[config.mk]
export PLATFORM = sky130hd
export DESIGN_NAME = cbp_ctrl_flat
export DESIGN_NICKNAME = d
export VERILOG_FILES = /design/src/hdl/cbp_pkg.sv /design/src/hdl/cbp_stream_if.sv /design/src/hdl/cbp_ctrl.sv /design/src/flat_wrapper.sv
export VERILOG_INCLUDE_DIRS = /design/src /design/src/hdl
export SDC_FILE = /design/constraint.sdc
export NUM_CORES = 1
export LEC_CHECK = 0
export BUFFER_PORTS_ARGS = -buffer_cell sky130_fd_sc_hd__buf_2
export CAP_MARGIN = 20
export CELL_PAD_IN_SITES_DETAIL_PLACEMENT = 0
export CELL_PAD_IN_SITES_GLOBAL_PLACEMENT = 1
export CORE_MARGIN = 2
export CORE_UTILIZATION = 37
export CTS_CLUSTER_SIZE = 12
export DETAILED_ROUTE_END_ITERATION = 10
export GPL_TIMING_DRIVEN = 0
export PLACE_DENSITY = 0.77
export SYNTH_ARGS = -nofsm -noshare
export SYNTH_HDL_FRONTEND = slang
export SYNTH_SLANG_ARGS = --single-unit
[constraint.sdc]
create_clock -name clk_i -period 2.63 [get_ports clk_i]
set_clock_uncertainty 0.05 [all_clocks]
set_input_delay 0.263 -clock clk_i [delete_from_list [all_inputs] [get_ports clk_i]]
set_output_delay 0.263 -clock clk_i [all_outputs]
set_load 0.1 [all_outputs]
[src/hdl/conv_bn_prelu_fixed_point_macros.svh]
// ----------------------------------------------------------------------------
// Assertion macros for the conv/bn/prelu block
// Shared property wrappers used by the RTL assertions.
// ----------------------------------------------------------------------------
`ifndef CONV_BN_PRELU_FIXED_POINT_MACROS_SVH
`define CONV_BN_PRELU_FIXED_POINT_MACROS_SVH

// implication checked on every clock edge outside reset
`define CBP_ASSERT_IMP(lbl, clk, rstn, ante, cons) \
  lbl: assert property (@(posedge clk) disable iff (!rstn) (ante) |-> (cons)) \
    else $error("assertion failed");

// next-cycle implication
`define CBP_ASSERT_NEXT(lbl, clk, rstn, ante, cons) \
  lbl: assert property (@(posedge clk) disable iff (!rstn) (ante) |=> (cons)) \
    else $error("assertion failed");

`endif

[src/hdl/cbp_pkg.sv]
// ----------------------------------------------------------------------------
// cbp_pkg
// Types, constants and arithmetic helpers of the conv/bn/prelu block.
// ----------------------------------------------------------------------------
package cbp_pkg;

  localparam int RowWidth  = 129;
  localparam int Channels  = 12;
  localparam int Taps      = 3;
  localparam int Kinds     = 8;
  localparam int ChW       = 4;
  localparam int PosW      = 7;
  localparam int RowPosW   = 8;
  localparam int TapAddrW  = $clog2(Channels * Taps);
  localparam int ChanAddrW = $clog2(Channels * Kinds);

  localparam logic [3:0] KindTapMax   = 4'd2;
  localparam logic [3:0] KindLast     = 4'd10;
  localparam logic       ActLoad      = 1'b0;
  localparam logic       CfgConvShift = 1'b0;
  localparam logic       CfgNormShift = 1'b1;

  // datapath step codes
  typedef enum logic [3:0] {
    OP_TAP0  = 4'd0,
    OP_TAP1  = 4'd1,
    OP_TAP2  = 4'd2,
    OP_CONV  = 4'd3,
    OP_NORM  = 4'd4,
    OP_NWRAP = 4'd5,
    OP_GAIN  = 4'd6,
    OP_ACT   = 4'd7,
    OP_AFF   = 4'd8,
    OP_OUT   = 4'd9,
    OP_IDLE  = 4'd10
  } op_e;

  typedef struct packed {
    logic           start;   // latch window for a new output position
    op_e            op;
    logic [ChW-1:0] ch;
  } cmd_t;

  typedef struct packed {
    logic done;              // channel value ready for output
  } sts_t;

  function automatic logic signed [31:0] sat32(input logic signed [65:0] v);
    if (v > 66'sd2147483647) return 32'sh7fffffff;
    if (v < -66'sd2147483648) return 32'sh80000000;
    return v[31:0];
  endfunction

  function automatic logic signed [65:0] rshift(input logic signed [65:0] v,
                                                input logic [4:0] s);
    logic signed [65:0] r;
    r = v;
    if (s != 5'd0) r = (v + (66'sd1 <<< (s - 5'd1))) >>> s;
    return r;
  endfunction

endpackage

[src/hdl/cbp_stream_if.sv]
// ----------------------------------------------------------------------------
// cbp_in_if / cbp_out_if
// Valid/ready channels of the conv/bn/prelu block.
// ----------------------------------------------------------------------------
interface cbp_in_if;
  logic               valid;
  logic               ready;
  logic               action;
  logic [3:0]         param_kind;
  logic [3:0]         channel_index;
  logic signed [31:0] data_value;
  modport source (output valid, action, param_kind, channel_index, data_value,
                  input ready);
  modport sink (input valid, action, param_kind, channel_index, data_value,
                output ready);
endinterface

interface cbp_out_if;
  logic               valid;
  logic               ready;
  logic [3:0]         out_channel;
  logic [6:0]         out_position;
  logic signed [31:0] out_value;
  logic               last_of_run;
  modport source (output valid, out_channel, out_position, out_value, last_of_run,
                  input ready);
  modport sink (input valid, out_channel, out_position, out_value, last_of_run,
                output ready);
endinterface

[src/hdl/cbp_ctrl.sv]
// ----------------------------------------------------------------------------
// cbp_ctrl
// Sequencer: input handshake, row tracking, per-channel step schedule, output.
// ----------------------------------------------------------------------------
module cbp_ctrl import cbp_pkg::*; (
  input  logic        clk_i,
  input  logic        rst_ni,
  cbp_in_if.sink      in_if,
  cbp_out_if.source   out_if,
  output logic        ld_o,
  output logic signed [31:0] x0_o,
  output logic signed [31:0] x1_o,
  output logic signed [31:0] x2_o,
  output logic [2:0]  xv_o,
  output cmd_t        cmd_o,
  input  sts_t        sts_i,
  input  logic signed [31:0] value_i
);
`include "conv_bn_prelu_fixed_point_macros.svh"

  typedef enum logic [3:0] {
    S_IDLE = 4'b0001,
    S_RUN  = 4'b0010,
    S_WAIT = 4'b0100,
    S_OUT  = 4'b1000
  } state_e;

  state_e              state_q, state_d;
  logic [RowPosW-1:0]  rp_q;
  logic signed [31:0]  h0_q, h1_q;
  logic [ChW-1:0]      ch_q;
  logic [PosW-1:0]     pos_q;
  op_e                 op_q;
  logic                ovalid_q;
  logic [ChW-1:0]      och_q;
  logic                olast_q;
  logic signed [31:0]  oval_q;

  logic acc, odd, last, emit;
  assign in_if.ready = (state_q == S_IDLE);
  assign acc  = in_if.valid && in_if.ready;
  assign odd  = rp_q[0];
  assign last = (32'(rp_q) >= RowWidth - 1);
  assign emit = acc && (in_if.action != ActLoad) && (odd || last);
  assign ld_o = acc && (in_if.action == ActLoad) && (32'(in_if.channel_index) < Channels)
                && (in_if.param_kind <= KindLast);

  always_comb begin
    x0_o = odd ? h1_q : h0_q;
    x1_o = odd ? h0_q : in_if.data_value;
    x2_o = odd ? in_if.data_value : '0;
    xv_o = odd ? {2'b11, rp_q >= 8'd2} : {2'b01, rp_q >= 8'd1};
  end

  always_comb begin
    state_d = state_q;
    unique case (state_q)
      S_IDLE: if (emit) state_d = S_RUN;
      S_RUN:  if (op_q == OP_OUT) state_d = S_WAIT;
      S_WAIT: if (sts_i.done) state_d = S_OUT;
      S_OUT:  if (out_if.ready)
                state_d = (32'(ch_q) == Channels - 1) ? S_IDLE : S_RUN;
      default: state_d = S_IDLE;
    endcase
  end

  assign cmd_o.start = emit;
  assign cmd_o.op    = (state_q == S_RUN) ? op_q : (emit ? OP_TAP0 : OP_IDLE);
  assign cmd_o.ch    = emit ? '0 : ch_q;

  always_ff @(posedge clk_i or negedge rst_ni) begin
    if (!rst_ni) begin
      state_q <= S_IDLE;
      rp_q    <= '0;
      h0_q    <= '0;
      h1_q    <= '0;
      ch_q    <= '0;
      op_q    <= OP_IDLE;
      ovalid_q <= 1'b0;
    end else begin
      state_q <= state_d;
      if (acc && in_if.action != ActLoad) begin
        if (last) begin
          rp_q <= '0; h0_q <= '0; h1_q <= '0;
        end else begin
          rp_q <= rp_q + 8'd1; h1_q <= h0_q; h0_q <= in_if.data_value;
        end
      end
      if (emit) begin
        ch_q <= '0;
        op_q <= OP_TAP1;
      end else if (state_q == S_RUN && op_q != OP_OUT) begin
        op_q <= op_e'(op_q + 4'd1);
      end else if (state_q == S_OUT && out_if.ready) begin
        ch_q <= ch_q + 4'd1;
        op_q <= OP_TAP0;
      end
      if (sts_i.done) ovalid_q <= 1'b1;
      else if (out_if.ready) ovalid_q <= 1'b0;
    end
  end

  always_ff @(posedge clk_i) begin
    if (emit) pos_q <= PosW'(rp_q >> 1);
    if (sts_i.done) begin
      och_q   <= ch_q;
      olast_q <= (32'(ch_q) == Channels - 1);
      oval_q  <= value_i;
    end
  end

  assign out_if.valid        = ovalid_q;
  assign out_if.out_channel  = och_q;
  assign out_if.out_position = pos_q;
  assign out_if.out_value    = oval_q;
  assign out_if.last_of_run  = olast_q;

  `CBP_ASSERT_IMP(a_busy_no_ready, clk_i, rst_ni, state_q != S_IDLE, !in_if.ready)
  `CBP_ASSERT_IMP(a_valid_in_out, clk_i, rst_ni, out_if.valid, state_q == S_OUT)
  `CBP_ASSERT_NEXT(a_emit_run, clk_i, rst_ni, emit, state_q == S_RUN)

endmodule

[src/flat_wrapper.sv]
// flat-port wrapper written by rule: the top's interface ports become plain ports
module cbp_ctrl_flat import cbp_pkg::*;
  (clk_i, rst_ni, ld_o, x0_o, x1_o, x2_o, xv_o, cmd_o, sts_i, value_i, in_if_valid, in_if_action, in_if_param_kind, in_if_channel_index, in_if_data_value, in_if_ready, out_if_valid, out_if_out_channel, out_if_out_position, out_if_out_value, out_if_last_of_run, out_if_ready);
  cbp_in_if in_if_i ();
  cbp_out_if out_if_i ();
  input  logic clk_i;
  input  logic rst_ni;
  output logic ld_o;
  output logic signed [31:0] x0_o;
  output logic signed [31:0] x1_o;
  output logic signed [31:0] x2_o;
  output logic [2:0] xv_o;
  output cmd_t cmd_o;
  input  sts_t sts_i;
  input  logic signed [31:0] value_i;
  input wire logic [$bits(in_if_i.valid)-1:0] in_if_valid;
  input wire logic [$bits(in_if_i.action)-1:0] in_if_action;
  input wire logic [$bits(in_if_i.param_kind)-1:0] in_if_param_kind;
  input wire logic [$bits(in_if_i.channel_index)-1:0] in_if_channel_index;
  input wire logic [$bits(in_if_i.data_value)-1:0] in_if_data_value;
  output wire logic [$bits(in_if_i.ready)-1:0] in_if_ready;
  output wire logic [$bits(out_if_i.valid)-1:0] out_if_valid;
  output wire logic [$bits(out_if_i.out_channel)-1:0] out_if_out_channel;
  output wire logic [$bits(out_if_i.out_position)-1:0] out_if_out_position;
  output wire logic [$bits(out_if_i.out_value)-1:0] out_if_out_value;
  output wire logic [$bits(out_if_i.last_of_run)-1:0] out_if_last_of_run;
  input wire logic [$bits(out_if_i.ready)-1:0] out_if_ready;
  assign in_if_i.valid = in_if_valid;
  assign in_if_i.action = in_if_action;
  assign in_if_i.param_kind = in_if_param_kind;
  assign in_if_i.channel_index = in_if_channel_index;
  assign in_if_i.data_value = in_if_data_value;
  assign in_if_ready = in_if_i.ready;
  assign out_if_valid = out_if_i.valid;
  assign out_if_out_channel = out_if_i.out_channel;
  assign out_if_out_position = out_if_i.out_position;
  assign out_if_out_value = out_if_i.out_value;
  assign out_if_last_of_run = out_if_i.last_of_run;
  assign out_if_i.ready = out_if_ready;
  cbp_ctrl u_core (.clk_i(clk_i), .rst_ni(rst_ni), .in_if(in_if_i), .out_if(out_if_i), .ld_o(ld_o), .x0_o(x0_o), .x1_o(x1_o), .x2_o(x2_o), .xv_o(xv_o), .cmd_o(cmd_o), .sts_i(sts_i), .value_i(value_i));
endmodule
==> impl_results.md <==
- Worst-case headroom to the max-slew limit: 0.443
- DP Worst Slack: -0.349 ns
- Arrival @ worst endpoint: between 2 and 2.5 ns
- CTS tree: built
- Post-synthesis compound-gate area fraction: 0.146
- Placer Congestion: 0.789
- DRT iter0 DRCs: approximately 210
- First-pass GRT wire length: just under 30 mm
- EDFF count, synth: 44
- DR vias/cell: between 5 and 6
- Synth Area in XOR/XNOR: 0.00139
- Netlist area before placement: 0.00628 mm^2
- CP endpoint kind: output pin
- Clock Latency Late Sink: approximately 0.42 ns
- Startpoint Class: register
- Row cnt: 47
- I/O pin count: 233
- Clock Pin Slew Worst Setup and Hold Paths: 0.06 ns
- Starting Density: 0.379
- Area delta synth->final: 41.6%
- Count leader, synth: o21ai_0
- RSZ-0062 raised after global routing: false
- Die area: 0.0180 mm^2
- FFs w/ async S/R, synth: 0.659
- Simple-gate area share of the yosys netlist: 0.131
- Clock net sink count: 129
- DRT Wirelength: 18.5 mm
- Ys flop type: dfrtp_1
- Hold_ws: a little over 0.05 ns
- Outcome: complete, no violations
- Yosys warnings: 0
- Mapped Cells: 596
- Vias in the first global route: 5488
- Residual DRC: 0
- Chip Height: 134 um
- Critical-path maximum fanout: 10
- Post-DP HPWL: 12.8 mm
- Filler cell count: 1503
- Synth Area per Inst: 10.5 um^2
- Number of H-tree levels: 4
- Worst setup margin: 0.0871 ns
- Distinct cells, synth: 52
- Antenna Nets Post-Route: 0
- Area share of the largest cell type after synthesis: 0.327
- Layout cells sized above 1: 0.407
- Nets: 966
- Largest family of logic cells by synthesized area: compound AO/OA/AOI/OAI gates
- Tcrit/Tclk final: 0.967
- Post-DR wirelength/cell: 16.6 um
- Total grt overflow: 0
- Core ar.: about 0.017 mm^2
- Worst min path class: primary input to register
- Cts bufs inserted: 17
- Worst-case clock buffer depth: 2
- First-pass DRT Iterations: 4
- Initial antenna violation count: 0
- Die width: about 130 um
- Port buffer count: around 230
- Root Driver: clkbuf_16
- Final Max Slew Viols: 0
- Largest net degree at the start of global routing: 58
- Worst-margin pin slew: 0.836 ns
- Peak Freq: 393 MHz
- Net Count, Synth: 681
- Commonest cells post-synth: 135 x o21ai_0, 82 x dfrtp_1, 73 x nand2_1
- Max-cap violations: 0
- Ranking of synthesized cells by area: dfrtp_1 33%, edfxtp_1 21%, mux2_2 11%
- Seq/Total Area, Yosys: 0.550
- N_diodes: 0
- Mux share of post-synthesis cell area: 0.116
- Area leader, netlist: dfrtp_1
- Fin crit period: between 2 and 3 ns
- Via count: 5584
- #FFs+latches synth: 129
- Adder-cell share of the synthesized area: 0.0139
- Final hold viol count: 0
- Required @ worst endpoint: 2.32 ns
- Crit Path Category: register to output pin
- Total GRT Usage: 0.208
- Setup violators final: 0
-- path summary, 6_finish.rpt --
kind	cells after the start	slack, ns	startpoint	endpoint
hold / removal	3	0.05	in_if_data_value[28]	u_core.h0_q[28]
setup / recovery	6	0.09	u_core.state_q[0]	cmd_o[5]
hold reg to reg	0	0.41	u_core.rp_q[7]	u_core.out_if.out_position[6]
setup reg to reg	6	0.26	u_core.state_q[0]	u_core.h1_q[14]
max in group asynchronous	3	1.60	rst_ni	u_core.rp_q[0]
min in group asynchronous	2	0.27	rst_ni	u_core.h0_q[25]
-- stage by stage --
step | utilization | instances | TNS (ns) | area [um^2]
2_1_floorplan | - | 596 | -0.611 | 6310
3_3_place_gp | 0.466 | 1045 | -2.59 | 7730
3_5_place_dp | 0.468 | 1046 | -2.84 | 7760
4_1_cts | 0.534 | 1113 | -0.00997 | 8860
5_1_grt | 0.536 | 1114 | 0 | 8890
6_report | 0.536 | 1114 | 0 | 8890
-- sequential cells by signal, indices dropped and copies added, names as in the netlist --
register                    cells
u_core.h0_q                    32
u_core.h1_q                    32
u_core.out_if.out_value        32
u_core.rp_q                     8
u_core.out_if.out_position      7
u_core.ch_q                     4
u_core.op_q                     4
u_core.out_if.out_channel       4
u_core.state_q                  4
u_core.out_if.last_of_run       1
u_core.out_if.valid             1
-- layout make-up --
type	count	area, um^2	area share
tap	220	275	0.0310
clock buffer	17	425	0.0478
multi-input combinational	404	2600	0.293
timing repair buffer	268	1640	0.185
clock inverter	15	215	0.0242
sequential	129	3450	0.388
buffer	47	223	0.0250
inverter	14	56.3	0.00633
-- placed cells by master, fill, tap and decap left out, drive strengths merged, types with 6 or more instances in the layout --
master	instances
ha	7
nor2	18
dlygate4sd3	33
and2	33
clkbuf	58
o21ai	139
buf	241
clkinv	6
dfrtp	82
inv	14
edfxtp	44
nand3	7
mux2	64
nand2	73
nand2b	6
-- per-layer routing --
| layer | share of wire | track usage | vias to the layer above |
|---|---|---|---|
| met3 | 0.069 | 0.0544 | 17 |
| met4 | 0.011 | 0.0649 | 0 |
| met2 | 0.47 | 0.346 | 210 |
| met1 | 0.45 | 0.267 | 2675 |
| met5 | 0 | 0 | - |
| li1 | - | - | 2682 |
-- repair_timing --
action | 4_1_cts | 5_1_grt
gates resized for setup | 42 | 9
hold buffers | 33 | 0
endpoints found under the hold margin | 57 | 0
buffers inserted | 2 | 3
endpoints found under the setup margin | 90 | 27
pin swaps | 1 | 1
-- worst max-delay path: stages (launching register included) --
cell	delay, ns
dfstp_2	0.58
or4b_4	0.52
buf_12	0.17
nor2_4	0.15
buf_6	0.16
nor2_2	0.05
buf_6	0.18
-- logic make-up (layout without fill, tap and decap cells) --
logic type / Yosys count / count (layout)
xor+xnor: 1 / 1
buf+inv: 63 / 361
simple gates: 163 / 163
other cells: 1 / 1
flops: 129 / 129
compound gates: 167 / 167
mux: 65 / 65
fa+ha+maj: 7 / 7
Power is not shown: default switching activity piles up to over one toggle a cycle in this logic, so the estimate is an artifact.
